==> config.mk <==
export PLATFORM = sky130hd
export DESIGN_NAME = phmm_logu
export DESIGN_NICKNAME = d
export VERILOG_FILES = /design/src/hw/rtl/phmm_pkg.sv /design/src/hw/rtl/phmm_logu.sv
export SDC_FILE = /design/constraint.sdc
export NUM_CORES = 1
export LEC_CHECK = 0
export BUFFER_PORTS_ARGS = -buffer_cell sky130_fd_sc_hd__buf_2
export CORE_UTILIZATION = 57
export DETAILED_ROUTE_END_ITERATION = 16
export PLACE_DENSITY = 0.78
export RECOVER_POWER = 50
export SLEW_MARGIN = 20
export SYNTH_ARGS = -nofsm -noshare
export SYNTH_HDL_FRONTEND = slang
export SYNTH_SLANG_ARGS = --single-unit
==> constraint.sdc <==
create_clock -name vclk -period 11.5
set_input_delay 1.15 -clock vclk [all_inputs]
set_output_delay 1.15 -clock vclk [all_outputs]
set_load 0.05 [all_outputs]
==> src/hw/rtl/phmm_pkg.sv <==
// Shared types, constants and tables of the pair-HMM forward scorer.
package phmm_pkg;

    // Log values: signed fixed point, LOG_FRAC_BITS fraction bits
    localparam int LOG_W         = 24;
    localparam int LOG_FRAC_BITS = 8;
    localparam int PROB_BITS     = 16;
    localparam int PROB_KW       = $clog2(PROB_BITS);
    localparam int MAX_HAP_LEN   = 1024;
    localparam int HAP_AW        = $clog2(MAX_HAP_LEN);
    localparam int LEN_W         = HAP_AW + 1;
    localparam int SYM_W         = 3;
    localparam int N_CFG         = 8;
    localparam int CFG_IW        = $clog2(N_CFG);
    localparam int PADDR_W       = CFG_IW + 2;
    localparam int PDATA_W       = 32;

    // Softplus table index starts at this bit of the difference
    localparam int SP_IDX_LSB    = LOG_FRAC_BITS - 2;
    localparam int SP_IDX_W      = 5;
    localparam int SCALE_SH      = 16 - LOG_FRAC_BITS;

    typedef logic signed [LOG_W-1:0] t_log;
    typedef logic signed [LOG_W:0]   t_wide;

    localparam t_log LOG_FLOOR = {1'b1, {(LOG_W-1){1'b0}}};
    localparam t_log LOG_CEIL  = {1'b0, {(LOG_W-1){1'b1}}};

    localparam logic [SYM_W-1:0] SYM_OTHER = 3'd4;

    // Register indexes
    localparam logic [CFG_IW-1:0] REG_TMM  = 3'd0;
    localparam logic [CFG_IW-1:0] REG_TIM  = 3'd1;
    localparam logic [CFG_IW-1:0] REG_TDM  = 3'd2;
    localparam logic [CFG_IW-1:0] REG_TMI  = 3'd3;
    localparam logic [CFG_IW-1:0] REG_TII  = 3'd4;
    localparam logic [CFG_IW-1:0] REG_TMD  = 3'd5;
    localparam logic [CFG_IW-1:0] REG_TDD  = 3'd6;
    localparam logic [CFG_IW-1:0] REG_INIT = 3'd7;

    // ln(0.1) magnitude in Q16, ln 2 in Q30
    localparam logic [17:0] LN_TENTH_Q16 = 18'd150902;
    localparam logic [29:0] LN2_Q30      = 30'd744261118;

    typedef enum logic {
        LOP_ADD,   // product in log space
        LOP_SUM    // sum in log space
    } t_log_op;

    typedef struct packed {
        logic              req_type;
        logic              hap_first;
        logic [SYM_W-1:0]  hap_symbol;
        logic [15:0]       prob_a;
        logic [15:0]       prob_c;
        logic [15:0]       prob_g;
        logic [15:0]       prob_t;
        logic              row_last;
    } t_in;

    typedef struct packed {
        t_log log_likelihood;
        logic is_floor;
    } t_out;

    // Q16 magnitude rounded to LOG_FRAC_BITS
    function automatic t_log scale16(input logic [17:0] q);
        logic [18:0] r;
        r = {1'b0, q} + (19'(1) << (SCALE_SH - 1));
        return t_log'(r >> SCALE_SH);
    endfunction

    // ln(1+exp(-x)) at x = (k+0.5)/4, Q16
    function automatic logic [17:0] softplus_q16(input logic [SP_IDX_W-1:0] k);
        logic [17:0] v;
        case (k)
            5'd0:  v = 18'd41458;  5'd1:  v = 18'd34284;
            5'd2:  v = 18'd28095;  5'd3:  v = 18'd22836;
            5'd4:  v = 18'd18425;  5'd5:  v = 18'd14773;
            5'd6:  v = 18'd11780;  5'd7:  v = 18'd9350;
            5'd8:  v = 18'd7394;   5'd9:  v = 18'd5829;
            5'd10: v = 18'd4583;   5'd11: v = 18'd3597;
            5'd12: v = 18'd2818;   5'd13: v = 18'd2205;
            5'd14: v = 18'd1724;   5'd15: v = 18'd1346;
            5'd16: v = 18'd1051;   5'd17: v = 18'd820;
            5'd18: v = 18'd639;    5'd19: v = 18'd498;
            5'd20: v = 18'd389;    5'd21: v = 18'd303;
            5'd22: v = 18'd236;    5'd23: v = 18'd184;
            5'd24: v = 18'd143;    5'd25: v = 18'd112;
            5'd26: v = 18'd87;     5'd27: v = 18'd68;
            5'd28: v = 18'd53;     5'd29: v = 18'd41;
            5'd30: v = 18'd32;     5'd31: v = 18'd25;
            default: v = 18'd0;
        endcase
        return v;
    endfunction

    // Match emission magnitudes in Q16: ln 0.9, ln 0.8, ln 0.9, ln 0.7
    function automatic logic [17:0] match_emit_q16(input logic [1:0] b);
        logic [17:0] v;
        case (b)
            2'd0:    v = 18'd6905;
            2'd1:    v = 18'd14624;
            2'd2:    v = 18'd6905;
            2'd3:    v = 18'd23375;
            default: v = 18'd0;
        endcase
        return v;
    endfunction

    // Saturate a widened log value
    function automatic t_log sat_log(input t_wide v);
        t_log r;
        if (v <= t_wide'(LOG_FLOOR))     r = LOG_FLOOR;
        else if (v > t_wide'(LOG_CEIL))  r = LOG_CEIL;
        else                             r = v[LOG_W-1:0];
        return r;
    endfunction

endpackage

==> src/hw/rtl/phmm_logu.sv <==
// Shared log-space unit: log product (saturating add) and log sum (max plus softplus).
module phmm_logu import phmm_pkg::*; (
    input  t_log_op i_op,
    input  t_log    i_a,
    input  t_log    i_b,
    output t_log    o_res
);

    t_log  w_hi, w_lo, w_add;
    t_wide w_diff, w_asum, w_lsum;

    always_comb begin
        w_hi   = (i_a > i_b) ? i_a : i_b;
        w_lo   = (i_a > i_b) ? i_b : i_a;
        w_diff = t_wide'(w_hi) - t_wide'(w_lo);
        // softplus is zero once the difference passes the table
        w_add  = '0;
        if (w_diff[LOG_W:SP_IDX_LSB+SP_IDX_W] == '0) begin
            w_add = scale16(softplus_q16(w_diff[SP_IDX_LSB+SP_IDX_W-1:SP_IDX_LSB]));
        end
        w_lsum = t_wide'(w_hi) + t_wide'(w_add);
        w_asum = t_wide'(i_a) + t_wide'(i_b);

        // log-zero absorbs a product and drops out of a sum
        case (i_op)
            LOP_ADD: begin
                if (i_a == LOG_FLOOR || i_b == LOG_FLOOR) o_res = LOG_FLOOR;
                else                                      o_res = sat_log(w_asum);
            end
            LOP_SUM: begin
                if (i_a == LOG_FLOOR)      o_res = i_b;
                else if (i_b == LOG_FLOOR) o_res = i_a;
                else                       o_res = sat_log(w_lsum);
            end
            default: o_res = LOG_FLOOR;
        endcase
    end

endmodule

== After elaboration in Yosys (flattened, before gate mapping) ==
Memory sizes are Yosys's and may differ from the RTL's.
Index checks and enable logic that the tools add are counted.

* Logic and storage cells: 27
* Memories kept: 1
* ROM bits: 512
* Register bits: 0
* Input bits: 49

{| class="wikitable"
|+ Memories
! memory !! words !! width !! read ports !! clocked after Yosys merged registers in !! write ports !! RTL line !! source
|-
| (no name shown) || 32 || 16 || 1 || 0 || 0 || phmm_pkg.sv:76 || <nowiki>case (k)</nowiki>
|}

* Muxes and demuxes: 12
* Bitwise gates (word level): 1
* Reductions and logical operators: 2
* Eq/ne operators: 2
* $add $sub $neg: 4
* Order comparisons: 5

{| class="wikitable"
|+ Operators with widths
! cell !! count
|-
| 24-bit two-way mux || 9
|-
| 25-bit by 24-bit > comparator with 1-bit output, second input constant || 2
|-
| 25-bit by 24-bit <= comparator with 1-bit output, second input constant || 2
|-
| 24-bit equality test, second input constant || 2
|-
| 24-bit case mux with 2 select lines || 1
|-
| 24-bit by 12-bit adder with 25-bit output || 1
|-
| 24-bit by 24-bit adder with 25-bit output || 1
|-
| 24-bit by 24-bit subtractor with 25-bit output || 1
|-
| 24-bit > comparator || 1
|-
| 18-bit by 8-bit adder with 19-bit output, second input constant || 1
|-
| 18-bit two-way mux || 1
|-
| 14-bit logical NOT || 1
|-
| 11-bit two-way mux || 1
|-
| 1-bit logical OR || 1
|-
| 1-bit inverter || 1
|}

== Depth between registers and ports, before layout ==
Gate-level depths: netlist of run 1.

* Depth after elaboration: 14
* Depth in mapped cells: 41

== Worst setup path after synthesis of run 1 ==
No wires, ideal clock.

* Path type: input -> output
* From: in i_b[14]
* To: out o_res[16]
* Stages on the path: 39
* Slack: 0.288 ns
* Arrival: 10.062 ns
* Required time: 10.350 ns
* Cell sequence: inv_1 ha_1 buf_4 nand4_1 or4_4 a311oi_4 o311a_2 buf_6 buf_6 nor4_2 a31oi_1 a31o_2 or4b_1 o211ai_1 inv_1 ha_1 or4b_2 o211ai_1 [... 3 more ...] xor2_1 nor2_1 ha_1 inv_1 o21bai_1 a21oi_1 o21ai_0 a31oi_1 a211oi_1 nand3_1 xor2_1 mux2i_1 nor4_1 a311o_1 clkbuf_1 a21oi_1 a211oi_1 o21ai_0

* Word-level cells in the longest chain between the ends: 14
* Elaborated cells on any way between the ends: 25
* Those cells by class: add/sub (4); order compare (5); eq/ne (1); mux (12); reduce/logical (2); memory (1)

{| class="wikitable"
|+ Ends and longest elaborated chain
! what !! RTL line !! source
|-
| from (decl) || phmm_logu.sv:5 || <nowiki>input t_log i_b,</nowiki>
|-
| 24-bit > comparator || phmm_logu.sv:13, phmm_logu.sv:14 ||
|-
| 24-bit two-way mux (on tied branches) || phmm_logu.sv:13, phmm_logu.sv:14 ||
|-
| 24-bit by 24-bit subtractor with 25-bit output || phmm_logu.sv:15 || <nowiki>w_diff = t_wide'(w_hi) - t_wide'(w_lo);</nowiki>
|-
| memory 32 x 16 bit || n/a ||
|-
| 18-bit two-way mux || phmm_logu.sv:18 || <nowiki>if (w_diff[LOG_W:SP_IDX_LSB+SP_IDX_W] == '0) begin</nowiki>
|-
| 18-bit by 8-bit adder with 19-bit output || phmm_pkg.sv:69 || <nowiki>r = {1'b0, q} + (19'(1) << (SCALE_SH - 1));</nowiki>
|-
| 11-bit two-way mux || phmm_logu.sv:18 ||
|-
| 24-bit by 12-bit adder with 25-bit output || phmm_logu.sv:21 || <nowiki>w_lsum = t_wide'(w_hi) + t_wide'(w_add);</nowiki>
|-
| 25-bit by 24-bit > comparator with 1-bit output || phmm_pkg.sv:115 || <nowiki>else if (v > t_wide'(LOG_CEIL)) r = LOG_CEIL;</nowiki>
|-
| 24-bit two-way mux || phmm_pkg.sv:115 ||
|-
| 24-bit two-way mux || phmm_pkg.sv:114 || <nowiki>if (v <= t_wide'(LOG_FLOOR)) r = LOG_FLOOR;</nowiki>
|-
| 24-bit two-way mux || phmm_logu.sv:32 || <nowiki>else if (i_b == LOG_FLOOR) o_res = i_a;</nowiki>
|-
| 24-bit two-way mux || phmm_logu.sv:31 || <nowiki>if (i_a == LOG_FLOOR) o_res = i_b;</nowiki>
|-
| 24-bit case mux with 2 select lines * || phmm_logu.sv:25 || <nowiki>case (i_op)</nowiki>
|-
| to (decl) || phmm_logu.sv:6 || <nowiki>output t_log o_res</nowiki>
|}

Every way passes the cells marked *; elsewhere a longest branch is shown, timed or not. The select of a mux whose other input is x is not followed.

== Final worst setup path of run 1 ==
* From: in i_b[5]
* To: out o_res[12]

Same word-level chain as after synthesis.

==> flow_metrics.env, run 1 <==
export IMPL_drive_gt1_share_pct=16.9
export IMPL_holdPathStages=4
export IMPL_fin_setup_tns_ns=0
export IMPL_timing_critical_path_buf_inv=9
export IMPL_vias=7853
export IMPL_fp_row_count=37
export IMPL_fin_nets=1140
export IMPL_core_area_um2=10500
export IMPL_detail_route_first_pass_iterations=8
export IMPL_power_share_switching_pct=64.1
export IMPL_gr_total_overflow=0
export IMPL_start_util_pct=59.7
export IMPL_synthCells=961
export IMPL_p_per_area_nw_per_um2=89.7
export IMPL_synth_area_leaders="ha_1, nand2_1, a21oi_1"
export IMPL_seq_cell_count=0
export IMPL_power_frac_clock_pct=0
export IMPL_synth_top_area_share_pct=13.2
export IMPL_critPathKind="input pin to output port"
export IMPL_fin_crit_sh_pct=98.0
export IMPL_cp_start_kind="input pin"
export IMPL_intPower_mw=0.223
export IMPL_grt_first_pass_wirelength_um=34000
export IMPL_critPathArrivalTime_ns=10.12
export IMPL_max_vdd_ir_drop_uv=99.0
export IMPL_ios=73
export IMPL_postLayoutCoreUtil_pct=66.4
export IMPL_syn_num_nets=1078
export IMPL_critPathSlowestCell="or4b_2"
export IMPL_top_usage_layer="met1"
export IMPL_synth_area_leader_cell="ha_1"
export IMPL_grt_pass1_vias=6584
export IMPL_track_usage_pct=36.7
export IMPL_slew_violations=0
export IMPL_use_met2_pct=53.8
export IMPL_max_clock_freq_ghz=0.0888
export IMPL_status="complete, no violations"
export IMPL_combPwrFrac_pct=100.0
export IMPL_dp_hpwl_um=17300
export IMPL_min_period_ns=11.27
export IMPL_dieArea_um2=11400
export IMPL_multiInputGateArea_um2=5870
export IMPL_grt_met3_usage_pct=3.71
export IMPL_cp_max_fo=8
export IMPL_viasPerCell=6.79
export IMPL_syn_mean_instance_area_um2=6.50
export IMPL_chipWidth_um=107
export IMPL_synth_seq_area_share_pct=0
export IMPL_maxCapViolCount=0
export IMPL_routed_wl_um=22300
export IMPL_antenna_left=0
export IMPL_cp_required_ns=10.35
export IMPL_pwr_share_seq_pct=0
export IMPL_final_seq_area_um2=0
export IMPL_end_kind="output port"
export IMPL_die_height_um=107
export IMPL_cts_hold_buf=0
export IMPL_maxSlewHeadroom_pct=38.0
export IMPL_ys_warn_count=0
export IMPL_wl_per_cell_um=19.3
export IMPL_p_switching_mw=0.400
export IMPL_hp_class="input pin to output port"
export IMPL_port_buffers=73
export IMPL_place_gp_congestion=1.04
export IMPL_p_leak_nw=3.00
export IMPL_grt_max_degree=27
export IMPL_antenna_found_initial=0
export IMPL_yosysUniqueCellTypes=90
export IMPL_finalHoldViolCount=0
export IMPL_drt_initial_drc_count=1155
export IMPL_synth_most_common_cell="nand2_1"
export IMPL_synth_area_um2=6250
export IMPL_max_slew_worst_pin_slew_ns=0.930
export IMPL_area_growth_syn_to_layout_pct=11.1
export IMPL_clockBufferCount=0
export IMPL_critPathTopFamily="compound AO/OA/AOI/OAI gates"
export IMPL_yosys_top_cells_count="nand2_1, nor2_1, a21oi_1"
export IMPL_route_detailed_drc=0
export IMPL_diodes=0
export IMPL_grt_use_met1_pct=56.6
export IMPL_fillers=957
export IMPL_crit_cells=42
export IMPL_finalSetupViolCount=0
export IMPL_slowest_delay_ns=0.61
-- power by group through the flow --
| stage | clock [mW] | sequential (mW) | combinational (mW) |
|---|---|---|---|
| floorplan | 0 | 0 | 0.451 |
| global placement | 0 | 0 | 0.588 |
| detailed placement | 0 | 0 | 0.595 |
| CTS | 0 | 0 | 0.598 |
| global route | 0 | 0 | 0.666 |
| finish | 0 | 0 | 0.623 |
-- area by class of cell --
type / instances / area share, %
Timing Repair Buffer: 118 / 10.1
Multi-Input combinational cell: 848 / 84.5
Inverter: 55 / 2.97
Tap cell: 136 / 2.45
-- repair_timing --
item,CTS,global route
gates cloned,0,2
pin swaps,0,5
resized for setup,1,13
setup buffers,0,7
endpoints found under the setup margin,1,23
-- layer usage --
metal / wire length, µm / share of wire, %
met5: 0 / 0
met4: 722 / 3.2
met3: 2910 / 13
met2: 9030 / 40
met1: 9640 / 43
-- cells by family after synthesis --
group           count (synthesis)  share of synthesized area (%)
fa+ha+maj                      68                           13.9
xor+xnor                       57                           7.99
compound gates                313                           34.7
other cells                     1                         0.0600
mux                            21                           3.44
buf+inv                       115                           7.75
simple gates                  386                           32.2
-- placed cells by master, fill, tap and decap left out, types with 4 or more instances in the layout --
master,netlist,final
nand3b_1,4,4
a211oi_1,14,13
a211o_1,5,5
ha_1,66,62
a21o_1,13,13
o21bai_1,6,6
o211ai_1,22,22
a211oi_2,4,5
nor2_1,77,75
o21ai_1,8,9
and2_1,8,8
mux2i_1,17,17
o31ai_1,7,7
buf_4,4,45
o21a_1,12,12
or2_2,7,7
a21oi_1,74,74
xor2_1,17,17
nor2b_1,9,9
nor4_1,20,20
nand2_1,111,111
nor3_1,32,31
inv_1,54,54
o21ai_0,67,65
o22ai_1,9,9
mux2_2,4,4
or4_1,7,7
nand3_1,31,31
xnor2_1,40,40
and3_1,5,5
nand4_1,15,15
a22o_1,4,4
a21boi_0,7,7
buf_2,11,70
a31oi_1,6,6
and4_1,5,5
or3_1,13,13
nand2b_1,22,22
-- per-stage QoR --
step / power, mW / std cells / setup slack (ns) / hold WS [ns] / instance area, µm²
after CTS: 0.598 / 1148 / 0.0187 / 2.84 / 6810
after detailed placement: 0.595 / 1148 / -0.0163 / 2.84 / 6800
final: 0.623 / 1157 / 0.235 / 2.85 / 6940
after floorplan: 0.451 / 961 / 0.288 / 2.71 / 6250
after global routing: 0.666 / 1157 / -0.0112 / 2.88 / 6940
after global placement: 0.588 / 1148 / 0.264 / 2.83 / 6800
-- worst min-delay path: stages --
cell and delay [ns]:
buf_2 0.14, o211ai_1 0.11, nand2_1 0.06, buf_2 0.25
-- worst paths after layout --
check | start | end
setup / recovery | i_b[5] | o_res[12]
hold / removal | i_b[19] | o_res[19]
Power figures use the tool's default switching activity.
==> run 2, diff against run 1 <==
--- a/config.mk
+++ b/config.mk
@@ -14,3 +14,4 @@
 export SYNTH_ARGS = -nofsm -noshare
 export SYNTH_HDL_FRONTEND = slang
 export SYNTH_SLANG_ARGS = --single-unit
+export TNS_END_PERCENT = 30
==> constraint.sdc (replaced) <==
create_clock -name vclk -period 11.5
set_input_delay 0.575 -clock vclk [all_inputs]
set_output_delay 0.575 -clock vclk [all_outputs]
set_load 0.05 [all_outputs]
==> run 2 against run 1 <==
  * Combinational power decreased by 4.0%
  * Hold slack got worse by 1.1 ns
  * Global-route usage increased by 0.11 points
  * Utilization decreased by 2.9 points
  * Largest power group unchanged
  * Highest routed layer unchanged
==> flow_metrics.env, run 2 (same netlist as run 1, synthesis figures left out) <==
export IMPL_p_total_mw=0.598
export IMPL_wl_per_cell_um=19.1
export IMPL_start_util_pct=59.7
export IMPL_fin_crit_sh_pct=94.7
export IMPL_status="complete, no violations"
export IMPL_crit_end="o_res[6]"
export IMPL_rsz0062_at_grt="false"
export IMPL_cp_required_ns=10.93
export IMPL_clockBufferCount=0
export IMPL_gr_total_overflow=0
export IMPL_antenna_left=0
export IMPL_viasPerCell=6.62
export IMPL_multiInputGateArea_um2=5790
export IMPL_dieArea_um2=11400
export IMPL_hold_ws_ns=1.71
export IMPL_route_detailed_drc=0
export IMPL_slowest_delay_ns=0.62
export IMPL_post_cts_buffers=0
export IMPL_drt_initial_drc_count=1033
export IMPL_final_common_cell="nand2_1"
export IMPL_grt_first_pass_wirelength_um=33900
export IMPL_routed_wl_um=21500
export IMPL_fin_nets=1109
export IMPL_cp_start_kind="input pin"
export IMPL_diodes=0
export IMPL_final_cell_mix="nand2_1, nor2_1, a21oi_1"
export IMPL_p_per_area_nw_per_um2=90.1
export IMPL_p_leak_nw=2.83
export IMPL_finalSetupViolCount=0
export IMPL_dp_cells=1126
export IMPL_cp_max_fo=28
export IMPL_postLayoutCoreUtil_pct=63.5
export IMPL_stdcell_count=1126
export IMPL_seq_cell_count=0
export IMPL_max_slew_worst_pin_slew_ns=1.04
export IMPL_antenna_found_initial=0
export IMPL_grt_max_degree=29
export IMPL_port_buffers=73
export IMPL_p_switching_mw=0.390
export IMPL_place_gp_congestion=1.00
export IMPL_pwr_share_seq_pct=0
export IMPL_final_area_um2=6640
export IMPL_critPathArrivalTime_ns=10.31
export IMPL_ios=73
export IMPL_hp_class="input pin to output port"
export IMPL_place_ws_ns=0.469
export IMPL_end_kind="output port"
export IMPL_max_clock_freq_ghz=0.0918
export IMPL_max_vdd_ir_drop_uv=89.2
export IMPL_power_share_switching_pct=65.3
export IMPL_finalHoldViolCount=0
export IMPL_power_frac_clock_pct=0
export IMPL_area_growth_syn_to_layout_pct=6.27
export IMPL_min_period_ns=10.89
export IMPL_dp_hpwl_um=17300
export IMPL_final_seq_area_um2=0
export IMPL_grt_pass1_vias=6296
export IMPL_maxSlewHeadroom_pct=30.4
export IMPL_maxCapViolCount=0
export IMPL_fp_row_count=37
export IMPL_slew_violations=0
export IMPL_core_area_um2=10500
export IMPL_critPathLaunch="i_b[23]"
export IMPL_track_usage_pct=36.8
export IMPL_layout_setup_ws_ns=0.611
export IMPL_fin_setup_tns_ns=0
export IMPL_critPathSlowestCell="or4_4"
export IMPL_place_area_um2=6640
export IMPL_die_height_um=107
export IMPL_vias=7453
export IMPL_combPwrFrac_pct=100.0
export IMPL_fillers=1053
export IMPL_drive_gt1_share_pct=13.4
export IMPL_intPower_mw=0.208
export IMPL_critPathKind="input pin to output port"
export IMPL_detail_route_first_pass_iterations=5
export IMPL_chipWidth_um=107
## run 2: timing repair
| action | in CTS | in global routing |
|---|---|---|
| endpoints found under the setup margin | 0 | 14 |
| hold buffers | 0 | 0 |
| gates resized for setup | 0 | 2 |
## run 2: final cells by class
cell class                 count  area share [%]
multi-input combinational    846            87.1
timing repair buffer          89            7.20
inverter                      55            3.11
tap                          136            2.56
## run 2: how the worst min path moves through the flow
stage | slack (ns) | start | cells past startpoint | endpoint
after floorplan | 1.56 | i_b[23] | 2 | o_res[23]
after global placement | 1.70 | i_b[23] | 4 | o_res[23]
after detailed placement | 1.72 | i_b[2] | 4 | o_res[2]
after CTS | 1.72 | i_b[2] | 4 | o_res[2]
after global routing | 1.75 | i_b[2] | 4 | o_res[2]
final | 1.71 | i_b[1] | 4 | o_res[1]
## run 2: critical path, delay by kind of cell
family	cells	cell delay (ns)
and+or+nand+nor	11	3.61
AOI/OAI and AO/OA	14	3.36
adders and majority gates	3	1.30
buffers and inverters	6	0.78
xor gates and xnor gates	2	0.38
muxes	2	0.32
## run 2: power groups by stage
| stage | logic, mW | registers (mW) | clock network [mW] |
|---|---|---|---|
| 2_1_floorplan | 0.451 | 0 | 0 |
| 3_3_place_gp | 0.579 | 0 | 0 |
| 3_5_place_dp | 0.582 | 0 | 0 |
| 4_1_cts | 0.585 | 0 | 0 |
| 5_1_grt | 0.646 | 0 | 0 |
| 6_report | 0.598 | 0 | 0 |
## run 2: metal layers
layer	vias to the layer above	routed length (µm)	GRT usage, %
met1	3355	9740	56.9
met2	469	8520	52.4
met5	-	0	0
li1	3591	-	-
met3	38	2790	6.75
met4	0	397	6.07
